$ cat config.mk
export PLATFORM = sky130hd
export DESIGN_NAME = hlg_ram
export DESIGN_NICKNAME = d
export VERILOG_FILES = /design/src/rtl/hlg_ram.sv
export SDC_FILE = /design/constraint.sdc
export NUM_CORES = 2
export LEC_CHECK = 0
export BUFFER_PORTS_ARGS = -buffer_cell sky130_fd_sc_hd__buf_2
export CAP_MARGIN = 20
export CORE_MARGIN = 4
export CORE_UTILIZATION = 45
export CTS_BUF_LIST = sky130_fd_sc_hd__clkbuf_8
export DETAILED_ROUTE_END_ITERATION = 16
export GPL_ROUTABILITY_DRIVEN = 0
export MAX_ROUTING_LAYER = met4
export SLEW_MARGIN = 20
export SYNTH_ARGS = -nofsm -noshare
export SYNTH_HDL_FRONTEND = slang
export SYNTH_SLANG_ARGS = --single-unit
$ cat constraint.sdc
create_clock -name clk -period 3.9 [get_ports clk]
set_clock_uncertainty 0.1 [all_clocks]
set_input_delay 0.78 -clock clk [delete_from_list [all_inputs] [get_ports clk]]
set_output_delay 0.78 -clock clk [all_outputs]
set_load 0.05 [all_outputs]
$ cat src/rtl/hlg_ram.sv
// Generic single-clock RAM: one write port, one read port with registered data.
// Depends on nothing.
`default_nettype none
module hlg_ram #(
	parameter int WIDTH = 8,
	parameter int DEPTH = 256
) (
	input  wire logic                     clk,
	input  wire logic                     wr_en,
	input  wire logic [$clog2(DEPTH)-1:0] wr_addr,
	input  wire logic [WIDTH-1:0]         wr_data,
	input  wire logic                     rd_en,
	input  wire logic [$clog2(DEPTH)-1:0] rd_addr,
	output      logic [WIDTH-1:0]         rd_data
);

	logic [WIDTH-1:0] mem [DEPTH];

	// Write and registered read.
	always_ff @(posedge clk) begin
		if (wr_en) begin
			mem[wr_addr] <= wr_data;
		end
		if (rd_en) begin
			rd_data <= mem[rd_addr];
		end
	end

endmodule
`default_nettype wire

==> impl_metrics.env <==
export IMPL_status="finished, final reports clean"
export IMPL_final_max_slew_viol_count=0
export IMPL_ys_seq_area_share_pct=77.5
export IMPL_routed_wl_um=200000
export IMPL_grt_pass1_vias=40737
export IMPL_die_area_sq_um=184000
export IMPL_drive_above_1_share_pct=29.2
export IMPL_cts_buffers=347
export IMPL_initial_utilization_pct=45.2
export IMPL_cts_sinks=2056
export IMPL_layout_setup_ws_ns=0.860
export IMPL_grt_busiest_layer="met2"
export IMPL_ys_flop_type="edfxtp_1"
export IMPL_min_to="mem[210][4]"
export IMPL_ys_warn_count=0
export IMPL_antenna_found_initial=14
export IMPL_critPathRequiredTime_ns=4.57
export IMPL_power_density_nw_per_um2=480
export IMPL_placedCellCount=6297
export IMPL_ys_types=54
export IMPL_io_pins=35
export IMPL_min_from="wr_data[4]"
export IMPL_die_x_um=429
export IMPL_routed_via_density=5.86
export IMPL_synth_seq_cells=2056
export IMPL_setup_viol=0
export IMPL_post_cts_setup_buffers=0
export IMPL_grtUsageMet3_pct=4.19
export IMPL_layout_common_cells="edfxtp_1, mux4_2, buf_4, clkbuf_8, nor2_1"
export IMPL_rows=154
export IMPL_critPathCaptureType="flop"
export IMPL_async_flop_share_pct=0
export IMPL_routed_via_count=40319
export IMPL_r2r_start="mem[195][2]"
export IMPL_irDropWorstVdd_v=0.000278
export IMPL_crit_buf_inv=4
export IMPL_syn_to_final_growth_pct=14.6
export IMPL_grt_max_degree=128
export IMPL_drc_errors=0
export IMPL_drt_pass1_iter_count=5
export IMPL_fillers=13936
export IMPL_wl_per_cell_um=29.0
export IMPL_hp_class="primary input to flop"
export IMPL_slew_headroom_pct=29.8
export IMPL_r2r_slack_ns=0.94
export IMPL_h_tree_depth=5
export IMPL_hold_violations=0
export IMPL_mostFrequentLayoutCell="edfxtp_1"
export IMPL_cts_tree="built"
export IMPL_synth_edf_count=2056
export IMPL_crit_type="primary input to flop"
export IMPL_nets=4335
export IMPL_drtAntennaViolNets=0
export IMPL_cp_cell_sequence="buf_8 > buf_12 > buf_12 > mux4_2 > a22oi_1 > a21oi_1 > nor4_1 > buf_4 > nor4_2"
export IMPL_core_area_sq_um=176000
export IMPL_cts_repair_resized=0
export IMPL_critPathLaunchType="primary input"
export IMPL_drv_cap=0
export IMPL_numPortBuffers=34
export IMPL_clockBufferDepth=4
export IMPL_syn_num_nets=3760
export IMPL_leakagePower_nw=29.4
export IMPL_critPathTopFamily="buffers and inverters"
export IMPL_met1_usage_pct=31.8
export IMPL_max_freq_mhz=329
export IMPL_place_ws_ns=-0.327
export IMPL_grtUsageMet2_pct=33.4
export IMPL_cts_root_buffer="clkbuf_8"
export IMPL_reg2reg_depth=6
export IMPL_layout_cells_non_filler=6884
export IMPL_grt_ovfl_total=0
export IMPL_min_period_over_period_pct=78.0
export IMPL_clk_latency_ns=1.05
export IMPL_cp_max_fo=19
export IMPL_die_h_um=429
export IMPL_drt_iter0_drc=4713
export IMPL_cp_slowest_stage_delay_ns=0.70
export IMPL_synth_cells=3733
export IMPL_cp_arrival_ns=3.71
export IMPL_critPathSlowestCell="nor4_1"
export IMPL_dp_hpwl_um=125000
export IMPL_tightest_slew_ns=1.05
export IMPL_period_needed_ns=3.04
export IMPL_r2r_end="rd_data[2]"
export IMPL_grt_pass1_wl_um=291000
export IMPL_hold_path_depth=1
export IMPL_rsz0062_at_grt="no"
export IMPL_syn_area_sq_um=79600
export IMPL_cp_common_cell="buf_12"
export IMPL_avgSynthCellArea_sq_um=21.3
export IMPL_path_clk_slew_ns=0.06
export IMPL_grt_usage_pct=22.3
==> worst reg2reg max path, cell delays in order, from the launching register on <==
cell and delay (ns):
edfxtp_1 0.36, mux4_2 0.51, a22oi_1 0.41, a21oi_1 0.32, nor4_1 0.70, buf_4 0.24
nor4_2 0.04
==> cell families after synthesis <==
family	after synthesis	share of synthesized area (%)
flip-flops	2056	77.5
multiplexers	591	14.6
AND/OR/NAND/NOR	466	2.63
AO/OA/AOI/OAI	385	3.42
buffers and inverters	235	1.83
==> layer usage <==
layer | vias to the layer above | share of wire, %
met2 | 1759 | 47
met3 | 314 | 8.0
met5 | - | 0
met4 | 0 | 2.4
met1 | 21373 | 42
li1 | 16873 | -
==> report_power, final <==
part / switching (W) / internal (W)
Combinational: 0.00149 / 0.000874
Sequential: 0.0000281 / 0.0244
Clock: 0.00826 / 0.00875
Total: 0.00978 / 0.0340
==> area by class of cell <==
class                      instances  area [sq um]  share of cell area [%]
tap                             2340          2930                    3.21
sequential                      2056         61700                    67.6
timing repair buffer             459          4160                    4.55
multi-input combinational       1442         16500                    18.1
clock inverter                   229          1080                    1.18
inverter                           2          7.51                 0.00822
antenna                            2          5.00                 0.00548
clock buffer                     354          4870                    5.34
==> stage by stage <==
| stage | setup TNS, ns | total power (W) | utilization [%] | instance area [sq um] | hold WS [ns] |
|---|---|---|---|---|---|
| finish | 0 | 0.0438 | 51.8 | 91300 | 0.109 |
| detailed placement | -1.40 | 0.0273 | 48.4 | 85300 | 1.07 |
| global placement | -1.50 | 0.0272 | 48.4 | 85300 | 1.08 |
| global route | 0 | 0.0454 | 51.8 | 91300 | 0.0667 |
| CTS | 0 | 0.0442 | 51.8 | 91300 | 0.0240 |
| floorplan | 0 | 0.0261 | - | 79600 | 0.764 |
==> worst max-delay path by stage <==
stage / from / to / slack, ns / cells past startpoint
after CTS: rd_addr[0] / rd_data[0] / 0.83 / 10
after detailed placement: rd_addr[0] / rd_data[0] / -0.33 / 10
final: rd_addr[0] / rd_data[2] / 0.86 / 9
after floorplan: rd_addr[0] / rd_data[2] / 0.94 / 9
after global placement: rd_addr[0] / rd_data[0] / -0.36 / 10
after global routing: rd_addr[0] / rd_data[7] / 0.77 / 10
==> cells in the mapped netlist (24+ instances only) <==
cell,count,area [sq um]
nor2b_1,31,194
o22ai_1,28,175
a22oi_1,133,998
mux2i_1,134,1340
mux4_2,454,10200
o221ai_1,46,403
edfxtp_1,2056,61700
nor4_1,24,150
buf_2,31,155
nand3_1,34,170
nand2_1,33,124
buf_4,27,203
a21oi_1,96,480
nor2_1,282,1060
clkbuf_1,111,417
==> state kept, by name, indices dropped and copies added, names as in the netlist <==
| name | flops |
|---|---|
| mem | 2048 |
| rd_data | 8 |
==> timing repair <==
item,4_1_cts,5_1_grt
endpoints found under the setup margin,0,0
endpoints found under the hold margin,48,0
hold buffers,2,0
(Power assumes the default switching activity.)
